--- src/sv/rssc_pkg.sv ---
`timescale 1ns / 1ps
`default_nettype none

package rssc_pkg;

	localparam int DIST_W  = 16;
	localparam int BOUND_W = 12;
	localparam int CLASS_W = 3;
	localparam int ADDR_W  = 4;
	localparam int DATA_W  = 32;

	typedef logic [DIST_W-1:0]  dist_t;
	typedef logic [BOUND_W-1:0] bound_t;
	typedef logic [CLASS_W-1:0] class_t;

	localparam class_t CLASS_NONE      = 3'd0;
	localparam class_t CLASS_TOO_CLOSE = 3'd1;
	localparam class_t CLASS_RIGHT     = 3'd2;
	localparam class_t CLASS_LEFT      = 3'd3;
	localparam class_t CLASS_MIDDLE    = 3'd4;

	localparam dist_t DIST_MAX = '1;

	// register word indexes (byte address / 4)
	localparam logic [1:0] REG_RIGHT_END  = 2'd0;
	localparam logic [1:0] REG_LEFT_START = 2'd1;
	localparam logic [1:0] REG_FRONT_THR  = 2'd2;
	localparam logic [1:0] REG_BACKUP_THR = 2'd3;

	localparam bound_t RST_RIGHT_END  = 12'd120;
	localparam bound_t RST_LEFT_START = 12'd240;
	localparam dist_t  RST_FRONT_THR  = 16'd1200;
	localparam dist_t  RST_BACKUP_THR = 16'd500;

endpackage

`default_nettype wire

--- src/sv/range_scan_sector_classifier_core.sv ---
`timescale 1ns / 1ps
`default_nettype none
// Pipeline: a sample is captured in the input register, then folded into the sector
//   minima the next cycle; a last sample's result goes from the input register to the result register and on to res_*.
// Throughput: one sample per cycle while req_stall is low; req_stall rises only when a last sample waits on a
//   result register that is still full and stalled.
// Reset (arst_n low, async): scan state empty, previous class none, registers at defaults.
module range_scan_sector_classifier_core #(
	parameter int MAX_SAMPLES = 4096
) (
	input  wire                          clk,
	input  wire                          arst_n,
	// APB-style configuration port
	input  wire                          psel,
	input  wire                          penable,
	input  wire                          pwrite,
	input  wire  [rssc_pkg::ADDR_W-1:0]  paddr,
	input  wire  [rssc_pkg::DATA_W-1:0]  pwdata,
	output logic [rssc_pkg::DATA_W-1:0]  prdata,
	output logic                         pready,
	// sample request channel
	input  wire                          req_valid,
	output logic                         req_stall,
	input  wire  [15:0]                  range_mm,
	input  wire                          last_sample,
	// result channel
	output logic                         res_valid,
	input  wire                          res_stall,
	output logic [2:0]                   sensor_state,
	output logic [15:0]                  left_minimum,
	output logic [15:0]                  middle_minimum,
	output logic [15:0]                  right_minimum
);

	localparam int IDX_W = (MAX_SAMPLES > 1) ? $clog2(MAX_SAMPLES) : 1;
	localparam int CMP_W = (IDX_W > rssc_pkg::BOUND_W) ? IDX_W : rssc_pkg::BOUND_W;
	localparam logic [IDX_W-1:0] IDX_LAST = IDX_W'(MAX_SAMPLES - 1);

	// ---------------- configuration registers ----------------
	rssc_pkg::bound_t right_end_q, left_start_q;
	rssc_pkg::dist_t  front_thr_q, backup_thr_q;
	logic             cfg_wr;
	logic [1:0]       cfg_idx;

	assign pready  = 1'b1;
	assign cfg_idx = paddr[3:2];
	assign cfg_wr  = psel && penable && pwrite && pready;

	always_ff @(posedge clk or negedge arst_n) begin
		if (!arst_n) begin
			right_end_q  <= rssc_pkg::RST_RIGHT_END;
			left_start_q <= rssc_pkg::RST_LEFT_START;
			front_thr_q  <= rssc_pkg::RST_FRONT_THR;
			backup_thr_q <= rssc_pkg::RST_BACKUP_THR;
		end else if (cfg_wr) begin
			unique case (cfg_idx)
				rssc_pkg::REG_RIGHT_END:  right_end_q  <= pwdata[rssc_pkg::BOUND_W-1:0];
				rssc_pkg::REG_LEFT_START: left_start_q <= pwdata[rssc_pkg::BOUND_W-1:0];
				rssc_pkg::REG_FRONT_THR:  front_thr_q  <= pwdata[rssc_pkg::DIST_W-1:0];
				rssc_pkg::REG_BACKUP_THR: backup_thr_q <= pwdata[rssc_pkg::DIST_W-1:0];
				default: ;
			endcase
		end
	end

	always_comb begin
		unique case (cfg_idx)
			rssc_pkg::REG_RIGHT_END:
				prdata = {{(rssc_pkg::DATA_W-rssc_pkg::BOUND_W){1'b0}}, right_end_q};
			rssc_pkg::REG_LEFT_START:
				prdata = {{(rssc_pkg::DATA_W-rssc_pkg::BOUND_W){1'b0}}, left_start_q};
			rssc_pkg::REG_FRONT_THR:
				prdata = {{(rssc_pkg::DATA_W-rssc_pkg::DIST_W){1'b0}}, front_thr_q};
			rssc_pkg::REG_BACKUP_THR:
				prdata = {{(rssc_pkg::DATA_W-rssc_pkg::DIST_W){1'b0}}, backup_thr_q};
			default: prdata = '0;
		endcase
	end

	// ---------------- input register ----------------
	logic             valid_s1, last_s1;
	rssc_pkg::dist_t  range_s1;
	logic             advance_s1;   // s1 content is consumed this cycle
	logic             req_take;

	// Only a last sample needs the result register; others always drain.
	assign advance_s1 = valid_s1 && (!last_s1 || !res_valid || !res_stall);
	assign req_stall  = valid_s1 && !advance_s1;
	assign req_take   = req_valid && !req_stall;

	always_ff @(posedge clk or negedge arst_n) begin
		if (!arst_n) begin
			valid_s1 <= 1'b0;
		end else if (req_take) begin
			valid_s1 <= 1'b1;
		end else if (advance_s1) begin
			valid_s1 <= 1'b0;
		end
	end

	always_ff @(posedge clk) begin
		if (req_take) begin
			range_s1 <= range_mm;
			last_s1  <= last_sample;
		end
	end

	// ---------------- scan state ----------------
	logic [IDX_W-1:0]  idx_q;
	rssc_pkg::dist_t   left_q, middle_q, right_q;
	logic              obstructed_q;
	rssc_pkg::class_t  prev_class_q;

	logic [CMP_W-1:0]  idx_ext, left_start_ext, right_end_ext;
	logic              in_left, in_middle, in_right;
	rssc_pkg::dist_t   left_n, middle_n, right_n;
	logic              obstructed_n;
	rssc_pkg::class_t  class_n;
	logic              too_close;

	assign idx_ext        = CMP_W'(idx_q);
	assign left_start_ext = CMP_W'(left_start_q);
	assign right_end_ext  = CMP_W'(right_end_q);

	assign in_left   = idx_ext >= left_start_ext;
	assign in_middle = !in_left && (idx_ext > right_end_ext);
	assign in_right  = !in_left && !in_middle;

	// sector minima including the sample in s1
	assign left_n   = (in_left   && range_s1 < left_q)   ? range_s1 : left_q;
	assign middle_n = (in_middle && range_s1 < middle_q) ? range_s1 : middle_q;
	assign right_n  = (in_right  && range_s1 < right_q)  ? range_s1 : right_q;
	assign obstructed_n = obstructed_q || (range_s1 < front_thr_q);

	assign too_close = (left_n <= backup_thr_q) || (right_n <= backup_thr_q)
		|| (middle_n <= backup_thr_q);

	always_comb begin
		if (!obstructed_n) begin
			class_n = rssc_pkg::CLASS_NONE;
		end else if (too_close) begin
			class_n = rssc_pkg::CLASS_TOO_CLOSE;
		end else if (left_n > right_n && middle_n > right_n) begin
			class_n = rssc_pkg::CLASS_RIGHT;
		end else if (right_n > left_n && middle_n > left_n) begin
			class_n = rssc_pkg::CLASS_LEFT;
		end else if (right_n > middle_n && left_n > middle_n) begin
			class_n = rssc_pkg::CLASS_MIDDLE;
		end else begin
			class_n = prev_class_q;   // tie under obstruction keeps the old class
		end
	end

	always_ff @(posedge clk or negedge arst_n) begin
		if (!arst_n) begin
			idx_q        <= '0;
			left_q       <= rssc_pkg::DIST_MAX;
			middle_q     <= rssc_pkg::DIST_MAX;
			right_q      <= rssc_pkg::DIST_MAX;
			obstructed_q <= 1'b0;
			prev_class_q <= rssc_pkg::CLASS_NONE;
		end else if (advance_s1) begin
			if (last_s1) begin
				idx_q        <= '0;
				left_q       <= rssc_pkg::DIST_MAX;
				middle_q     <= rssc_pkg::DIST_MAX;
				right_q      <= rssc_pkg::DIST_MAX;
				obstructed_q <= 1'b0;
				prev_class_q <= class_n;
			end else begin
				// index saturates on an overlong scan
				if (idx_q != IDX_LAST) begin
					idx_q <= idx_q + 1'b1;
				end
				left_q       <= left_n;
				middle_q     <= middle_n;
				right_q      <= right_n;
				obstructed_q <= obstructed_n;
			end
		end
	end

	// ---------------- result register ----------------
	logic load_res;
	assign load_res = advance_s1 && last_s1;

	always_ff @(posedge clk or negedge arst_n) begin
		if (!arst_n) begin
			res_valid <= 1'b0;
		end else if (load_res) begin
			res_valid <= 1'b1;
		end else if (!res_stall) begin
			res_valid <= 1'b0;
		end
	end

	always_ff @(posedge clk) begin
		if (load_res) begin
			sensor_state   <= class_n;
			left_minimum   <= left_n;
			middle_minimum <= middle_n;
			right_minimum  <= right_n;
		end
	end

`ifndef NO_ASSERTIONS
	// a finished scan leaves the scan state empty
	a_scan_cleared: assert property (@(posedge clk) disable iff (!arst_n)
		load_res |=> (idx_q == '0) && !obstructed_q && (left_q == rssc_pkg::DIST_MAX))
		else $error("scan state not cleared after last sample");

	// held request only while something sits in the input register
	a_stall_cause: assert property (@(posedge clk) disable iff (!arst_n)
		req_stall |-> valid_s1 && last_s1 && res_valid && res_stall)
		else $error("request stalled without a blocked result");

	// emitted class is one of the defined codes
	a_class_range: assert property (@(posedge clk) disable iff (!arst_n)
		res_valid |-> sensor_state <= rssc_pkg::CLASS_MIDDLE)
		else $error("undefined sensor state emitted");

	// a result is never overwritten while stalled
	a_res_hold: assert property (@(posedge clk) disable iff (!arst_n)
		res_valid && res_stall |=> res_valid && $stable(sensor_state)
			&& $stable(right_minimum))
		else $error("stalled result changed");
`endif

endmodule

`default_nettype wire
--- config.mk ---
export PLATFORM = sky130hd
export DESIGN_NAME = range_scan_sector_classifier_core
export DESIGN_NICKNAME = d
export VERILOG_FILES = /design/src/sv/rssc_pkg.sv /design/src/sv/range_scan_sector_classifier_core.sv
export SDC_FILE = /design/constraint.sdc
export NUM_CORES = 1
export LEC_CHECK = 0
export BUFFER_PORTS_ARGS = -buffer_cell sky130_fd_sc_hd__clkbuf_2
export CAP_MARGIN = 20
export CORE_MARGIN = 8
export CORE_UTILIZATION = 40
export DETAILED_ROUTE_END_ITERATION = 6
export HOLD_SLACK_MARGIN = 0.06
export PLACE_DENSITY = 0.65
export SLEW_MARGIN = 10
export SYNTH_ARGS = -nofsm -noshare
export SYNTH_HDL_FRONTEND = slang
export SYNTH_SLANG_ARGS = --single-unit
--- constraint.sdc ---
create_clock -name clk -period 6.31 [get_ports clk]
set_input_delay 0.9465 -clock clk [delete_from_list [all_inputs] [get_ports clk]]
set_output_delay 0.9465 -clock clk [all_outputs]
set_load 0.03 [all_outputs]
==> impl_metrics.yaml, run 1 <==
sta:
  report.final.hold_viol_count: 0
  whs_ns: 0.495
  tightest_slew_ns: 1.08
  rsz0062_at_grt: "false"
  fmax_mhz: 176
  fin_skew_ns: 0.0104
  drv_slew: 0
  slew_headroom: 0.271
  setup_viol: 0
  period_share: 0.901
  tns_ns: 0
  min_period_ns: 5.68
clocking:
  cts_hold_buf: 0
  cts-root-buf: "clkbuf_16"
  htreeDepth: 4
  clock_path_buffers: 2
  cts_tree: "done"
  cts_setup_buffers: 0
  clk_latency_ns: 0.44
  cts.sinks: 190
  cts_resized: 0
  numCtsBuffers: 17
  clk_pin_slew_ns: 0.07
route:
  drc: 0
  wl_um: 33700
  first_pass_iters: 5
  num_vias: 9200
  drtIter0Drc: 729
  ant_nets: 0
  wl_per_cell_um: 19.7
  vias_per_cell: 5.38
placed_design:
  portBuffers: 110
  place_hpwl_um: 25900
  postPlaceCellArea_sq_um: 13400
  place_congestion: 0.919
  dp_cells: 1677
floorplanning:
  dieWidth_um: 192
  die_h_um: 192
  die_area_sq_um: 36700
  ios: 146
  core-area_sq_um: 30500
  start_util: 0.404
  rows: 64
global_routing:
  overflow: 0
  first_global_vias: 9125
  groute.usage.overall: 0.186
  grt_max_degree: 83
  antenna_found_initial: 0
  grt_pass1_wl_um: 52800
run_status:
  status: "complete, no violations"
critical_path:
  worstPathRequired_ns: 6.51
  cp_slowest_stage_delay_ns: 0.80
  end_kind: "register"
  crit_chain: "inv_1 -> ha_1 -> a21oi_1 -> o21ai_0 -> a221o_1 -> a221oi_1 -> and4bb_1 -> buf_4 -> mux2i_2 -> inv_1 -> ha_1 -> o21a_1 -> o21a_1 -> o21a_1 -> o21a_1 -> o21ai_0 -> a31oi_1 -> o211a_1 -> and2_1 -> nor3b_1 -> o21a_1"
  crit_path_frequent_cell: "o21a_1"
  cp_max_fo: 19
  worst_path_max_delay_cell: "and4bb_1"
  cp.arrival_ns: 5.88
  startpoint_type: "register"
  path_class: "reg -> reg"
finish:
  regArea_sq_um: 5180
  antenna_cells: 0
  final_common_cell: "ha_1"
  layout.cells.non_filler: 1710
  final_cell_mix: "177 x ha_1, 143 x inv_1, 109 x clkbuf_2"
  multi_input_area_sq_um: 6400
  fin_nets: 1538
  final_area_sq_um: 14000
  drive_gt1_frac: 0.228
  area_delta_synth_final_pct: 13.4
  nFillCells: 2840
power:
  p_seq_frac: 0.411
  ir_worst_vdd_v: 0.000183
  intPower_uw: 2470
  switching_share: 0.354
  p_sw_uw: 1350
  p_comb_frac: 0.308
  p_per_area_nw_per_um2: 273
  clkPwrFrac: 0.281
  cellLeakagePower_uw: 0.00651
logic_synthesis:
  syn_area_sq_um: 12300
  async_flop_share: 0.642
  ys_ff_latch: 190
  synthesis.instances: 1178
  postSynthAreaPerCell_sq_um: 10.5
  synth-edff-count: 68
  yosysWarnings: 0
  synth_cell_types: 66
  synthFlopType: "edfxtp_1"
  yosysSeqAreaShare: 0.420
job:
  max_cap_violations: 0
worst_hold_path:
  timing.hold.worst.class: "in -> async"
-- routing by layer --
metal / vias up / share of wire / track usage / routed length [um]
li1: 4475 / - / - / -
met1: 4443 / 0.45 / 0.249 / 15100
met2: 230 / 0.48 / 0.303 / 16100
met3: 52 / 0.043 / 0.0292 / 1450
met4: 0 / 0.029 / 0.0678 / 992
met5: - / 0 / 0 / 0
-- final timing paths --
check / start / end / slack (ns) / cells after the start
setup / recovery: middle_q[5] / sensor_state[2] / 0.63 / 21
hold / removal: arst_n / front_thr_q[3] / 0.50 / 1
setup reg to reg: middle_q[5] / sensor_state[2] / 0.63 / 21
hold reg to reg: right_q[1] / right_q[1] / 0.50 / 2
max in group asynchronous: arst_n / right_q[10] / 4.52 / 3
min in group clk: right_q[1] / right_q[1] / 0.50 / 2
-- power groups by stage --
stage,registers (uW),clock network [uW],logic [uW]
floorplan,1590,0,777
global placement,1590,0,1130
detailed placement,1590,0,1160
CTS,1570,1090,1170
global route,1590,1140,1310
finish,1570,1070,1170
-- area by class of cell --
cell class	instances	share of cell area
clock buffers	19	0.0325
well taps	396	0.0354
multi-input cells	809	0.458
flip-flops and latches	190	0.370
inverters	144	0.0386
repair buffers	139	0.0569
clock inverters	13	0.00850
-- through the flow --
step / utilization / power [uW] / setup WS (ns)
5_1_grt: 0.458 / 4040 / 0.449
6_report: 0.458 / 3820 / 0.626
4_1_cts: 0.458 / 3840 / 0.697
3_5_place_dp: 0.439 / 2760 / 0.726
3_3_place_gp: 0.439 / 2720 / 0.801
2_1_floorplan: - / 2370 / 1.40
-- cell usage after synthesis, drive strengths merged, types with 6 or more instances --
cell / count / area share
ha: 177 / 0.18
inv: 144 / 0.044
o21ai: 81 / 0.033
nand2: 75 / 0.023
a21oi: 74 / 0.030
edfxtp: 68 / 0.17
dfstp: 66 / 0.14
nor2: 59 / 0.018
dfrtp: 56 / 0.11
mux2i: 37 / 0.031
nand4: 35 / 0.018
mux2: 34 / 0.031
a22oi: 29 / 0.018
clkbuf: 27 / 0.0082
a21o: 25 / 0.015
buf: 23 / 0.015
nor2b: 17 / 0.0086
o21a: 15 / 0.0091
mux4: 12 / 0.022
xor2: 11 / 0.0078
nand2b: 10 / 0.0051
nand3: 10 / 0.0041
or3: 9 / 0.0046
o211ai: 7 / 0.0051
nor3: 6 / 0.0024
-- kinds of logic after synthesis --
logic type | Yosys count | synth area share
AOI/OAI and AO/OA | 272 | 0.141
and+or+nand+nor | 249 | 0.101
buffers and inverters | 194 | 0.0669
DFF | 190 | 0.420
adders and majority gates | 177 | 0.179
muxes | 83 | 0.0836
xor gates and xnor gates | 11 | 0.00781
other | 2 | 0.000609
-- worst max-delay path: cells and delay by family, from the launching register on --
kind,cells,cell delay [ns]
compound gates,12,2.23
simple gates,3,1.16
fa+ha+maj,2,0.59
flops,1,0.54
buf+inv,3,0.54
mux,1,0.38
(Power assumes the default switching activity.)
==> run 2, diff against run 1 <==
- CTS_BUF_LIST: not set -> sky130_fd_sc_hd__clkbuf_4 sky130_fd_sc_hd__clkbuf_8
- clock period: 6.31 -> 6.6 ns (I/O delays scaled with it)
==> impl_metrics.yaml, run 2 (same netlist as run 1, synthesis figures left out) <==
run_status:
  status: "complete, no violations"
worst_hold_path:
  hold_depth: 2
  min_to: "right_q[9]"
  hp-start: "right_q[9]"
  timing.hold.worst.class: "reg -> reg"
sta:
  rsz0062_at_grt: "false"
  slew_headroom: 0.340
  period_share: 0.876
  report.final.hold_viol_count: 0
  fin_ws_ns: 0.821
  fin_skew_ns: 0.0185
  min_period_ns: 5.78
  tightest_slew_ns: 0.980
  tns_ns: 0
  setup_viol: 0
  fmax_mhz: 173
  drv_slew: 0
  whs_ns: 0.503
clocking:
  cts_hold_buf: 0
  clk_latency_ns: 0.49
  cts_resized: 0
  numCtsBuffers: 17
  htreeDepth: 4
  cts_tree: "done"
  clk_pin_slew_ns: 0.10
  cts.sinks: 190
  cts-root-buf: "clkbuf_8"
  clock_path_buffers: 2
  cts_setup_buffers: 0
floorplanning:
  die_h_um: 192
  ios: 146
  dieWidth_um: 192
  start_util: 0.404
  rows: 64
  die_area_sq_um: 36700
  core-area_sq_um: 30500
power:
  p_per_area_nw_per_um2: 247
  cellLeakagePower_uw: 0.00636
  ir_worst_vdd_v: 0.000125
  switching_share: 0.366
  p_seq_frac: 0.443
  p_sw_uw: 1240
  p_comb_frac: 0.327
  clkPwrFrac: 0.230
  intPower_uw: 2150
critical_path:
  rr_worst_depth: 19
  r2r_slack_ns: 0.82
  end_kind: "register"
  path_class: "reg -> reg"
  r2r_end: "sensor_state[2]"
  startpoint_type: "register"
  worstPathRequired_ns: 6.96
  cp.arrival_ns: 6.14
  r2r_start: "idx_ext[9]"
  cp_max_fo: 19
route:
  wl_um: 33100
  num_vias: 9234
  first_pass_iters: 5
  drc: 0
  drtIter0Drc: 719
  vias_per_cell: 5.43
  wl_per_cell_um: 19.4
  ant_nets: 0
global_routing:
  groute.usage.overall: 0.182
  grt_max_degree: 70
  grt_pass1_wl_um: 51900
  overflow: 0
  antenna_found_initial: 0
  first_global_vias: 9057
placed_design:
  portBuffers: 110
  dp_cells: 1669
  place_hpwl_um: 25700
  preCtsSetupSlack_ns: 0.858
  place_congestion: 0.905
finish:
  fin_nets: 1529
  area_delta_synth_final_pct: 11.1
  final_common_cell: "ha_1"
  layout.cells.non_filler: 1701
  final_cell_mix: "177 x ha_1, 143 x inv_1, 109 x clkbuf_2"
  drive_gt1_frac: 0.223
  antenna_cells: 0
  nFillCells: 2895
job:
  max_cap_violations: 0
-- run 2: cell count changes in the layout (fill, tap and decap cells not counted) --
cell	previous run	this run
clkinvlp_4	0	2
clkbuf_1	1	0
clkinv_4	5	4
buf_12	2	0
bufinv_16	0	1
inv_4	2	0
inv_8	4	2
buf_4	28	21
clkinv_1	0	1
clkbuf_4	0	1
clkbuf_16	18	0
clkbuf_8	0	18
inv_6	2	3
-- run 2: per-layer routing --
layer | GRT usage | up-vias | wire length [um]
li1 | - | 4455 | -
met3 | 0.0332 | 48 | 1590
met2 | 0.293 | 239 | 15600
met1 | 0.241 | 4492 | 15000
met5 | 0 | - | 0
met4 | 0.0672 | 0 | 928
-- run 2: through the flow --
| step | util | total power [uW] | cell area [sq um] |
|---|---|---|---|
| floorplan | - | 2260 | 12400 |
| global placement | 0.437 | 2580 | 13300 |
| detailed placement | 0.437 | 2620 | 13300 |
| CTS | 0.449 | 3400 | 13700 |
| global route | 0.449 | 3590 | 13700 |
| finish | 0.449 | 3380 | 13700 |
-- run 2: layout make-up --
class	instances	area [sq um]	area share
multi-input cells	809	6400	0.467
flip-flops and latches	190	5180	0.378
repair buffers	130	703	0.0513
inverters	144	541	0.0394
well taps	396	495	0.0361
clock buffers	19	255	0.0186
clock inverters	13	133	0.00967
-- run 2: worst max-delay path by stage --
| stage | end | startpoint | cells after the start | slack, ns |
|---|---|---|---|---|
| finish | sensor_state[2] | idx_ext[9] | 19 | 0.82 |
| global route | sensor_state[2] | idx_ext[2] | 21 | 0.46 |
| CTS | sensor_state[2] | idx_ext[9] | 17 | 0.82 |
| detailed placement | sensor_state[2] | idx_ext[9] | 17 | 0.86 |
| global placement | sensor_state[2] | left_start_ext[4] | 18 | 1.0 |
| floorplan | sensor_state[0] | middle_q[2] | 21 | 1.69 |
-- run 2: worst max-delay path, stage by stage, from the launching register on --
cell and delay (ns):
dfrtp_1 0.47, ha_1 0.35, a21o_1 0.18, a21o_1 0.18, a211o_1 0.32, a21oi_1 0.43
and3_1 0.76, o21ai_0 0.52, ha_1 0.45, a21o_1 0.17, a21o_1 0.17, a21oi_1 0.13
o21ai_0 0.11, a21oi_1 0.21, nor2b_1 0.09, o31a_1 0.28, o311ai_1 0.17, o31ai_4 0.20
nor3b_1 0.30, o21a_1 0.17
-- run 2: power by group through the flow --
stage               Clock [uW]  Combinational (uW)  Sequential (uW)
floorplan                    0                 742             1520
global placement             0                1060             1520
detailed placement           0                1090             1520
CTS                        798                1100             1500
global route               842                1240             1520
finish                     778                1110             1500
==> run 3, diff against run 2 <==
- CAP_MARGIN: 20 -> not set
- CORE_UTILIZATION: 40 -> 50
- PLACE_DENSITY: 0.65 -> 0.77
- clock period: 6.6 -> 5.9 ns (I/O delays scaled with it)
==> impl_metrics.yaml, run 3 (same netlist as run 1, synthesis figures left out) <==
sta:
  fin_ws_ns: 0.488
  report.final.hold_viol_count: 0
  tns_ns: 0
  fin_skew_ns: 0.0151
  rsz0062_at_grt: "false"
  tightest_slew_ns: 1.12
  whs_ns: 0.507
  fmax_mhz: 185
  period_share: 0.917
  setup_viol: 0
  min_period_ns: 5.41
  drv_slew: 0
  slew_headroom: 0.253
power:
  ir_worst_vdd_v: 0.000123
  power_uw: 3830
  p_per_area_nw_per_um2: 278
  cellLeakagePower_uw: 0.00645
route:
  vias_per_cell: 5.71
  drc: 0
  ant_nets: 0
  first_pass_iters: 5
  wl_um: 32500
  drtIter0Drc: 661
  num_vias: 9393
  wl_per_cell_um: 19.8
floorplanning:
  die_area_sq_um: 30000
  start_util: 0.509
  rows: 57
  core-area_sq_um: 24200
  die_h_um: 173
  ios: 146
  dieWidth_um: 173
critical_path:
  crit_buf_inv: 0
  end_kind: "register"
  path_class: "reg -> reg"
  cp.arrival_ns: 5.64
  cp_max_fo: 13
  crit_chain: "ha_1 -> a21o_1 -> a21o_1 -> a211o_1 -> a21oi_1 -> and3_1 -> o21ai_0 -> ha_1 -> or2_2 -> a21oi_1 -> a21oi_1 -> a21o_1 -> a211o_1 -> a31oi_1 -> a211oi_2 -> o311ai_1 -> nor2_1 -> o21a_1"
  startpoint_type: "register"
  cp_slowest_stage_delay_ns: 0.56
  worst_path_max_delay_cell: "and3_1"
  worstPathRequired_ns: 6.13
  crit_family: "compound AO/OA/AOI/OAI gates"
clocking:
  numCtsBuffers: 17
  cts_resized: 0
  cts.sinks: 190
  cts-root-buf: "clkbuf_8"
  htreeDepth: 4
  clk_pin_slew_ns: 0.10
  cts_tree: "done"
  clock_path_buffers: 2
  clk_latency_ns: 0.47
  cts_hold_buf: 0
  cts_setup_buffers: 0
global_routing:
  grt_pass1_wl_um: 51800
  first_global_vias: 9614
  met3_usage: 0.0394
  busiest_layer: "met2"
  overflow: 0
  grt_max_degree: 69
  groute.usage.overall: 0.217
  use_met1: 0.277
  grtUsageMet2: 0.358
  antenna_found_initial: 0
placed_design:
  portBuffers: 110
  place_congestion: 0.985
  preCtsSetupSlack_ns: 0.583
  place_hpwl_um: 25200
finish:
  antenna_cells: 0
  drive_gt1_frac: 0.232
  final_core_util: 0.568
  final_common_cell: "ha_1"
  area_delta_synth_final_pct: 11.6
  final_cell_mix: "177 x ha_1, 143 x inv_1, 109 x clkbuf_2"
  fin_nets: 1544
run_status:
  status: "complete, no violations"
worst_hold_path:
  timing.hold.worst.class: "reg -> reg"
job:
  max_cap_violations: 0
run 3: worst reg2reg max path, cell delays in order, from the launching register on:
cell	delay [ns]
dfrtp_1	0.46
ha_1	0.34
a21o_1	0.18
a21o_1	0.18
a211o_1	0.32
a21oi_1	0.40
and3_1	0.56
o21ai_0	0.43
ha_1	0.43
or2_2	0.27
a21oi_1	0.15
a21oi_1	0.06
a21o_1	0.24
a211o_1	0.30
a31oi_1	0.22
a211oi_2	0.15
o311ai_1	0.22
nor2_1	0.08
o21a_1	0.19
run 3: power breakdown:
part           internal [uW]  switching (uW)
registers               1570             103
clock network            392             499
logic                    485             772
run 3: per-layer routing:
metal  wire [um]  part of all wire
met5           0                 0
met4        1190             0.037
met3        2040             0.063
met2       15400              0.47
met1       13900              0.43
run 3: worst paths after layout:
path / from / end / slack (ns) / cells past startpoint
min: right_q[4] / right_q[4] / 0.51 / 2
max in group asynchronous: arst_n / backup_thr_q[13] / 4.07 / 2
min in group asynchronous: arst_n / backup_thr_q[3] / 0.53 / 1
max: idx_ext[9] / sensor_state[2] / 0.49 / 18
min reg2reg: right_q[4] / right_q[4] / 0.51 / 2
max reg2reg: idx_ext[9] / sensor_state[2] / 0.49 / 18
run 3: layout make-up:
| type | count | area, sq um |
|---|---|---|
| flip-flops and latches | 190 | 5180 |
| fillers | 2092 | 10500 |
| well taps | 324 | 405 |
| inverters | 144 | 541 |
| clock buffers | 18 | 241 |
| clock inverters | 14 | 156 |
| repair buffers | 145 | 841 |
| multi-input cells | 809 | 6400 |
run 3: stage by stage:
stage	std cells	instance area, sq um
final	1644	13800
after global routing	1644	13800
after detailed placement	1612	13400
after floorplan	1193	12400
after CTS	1644	13800
after global placement	1612	13400
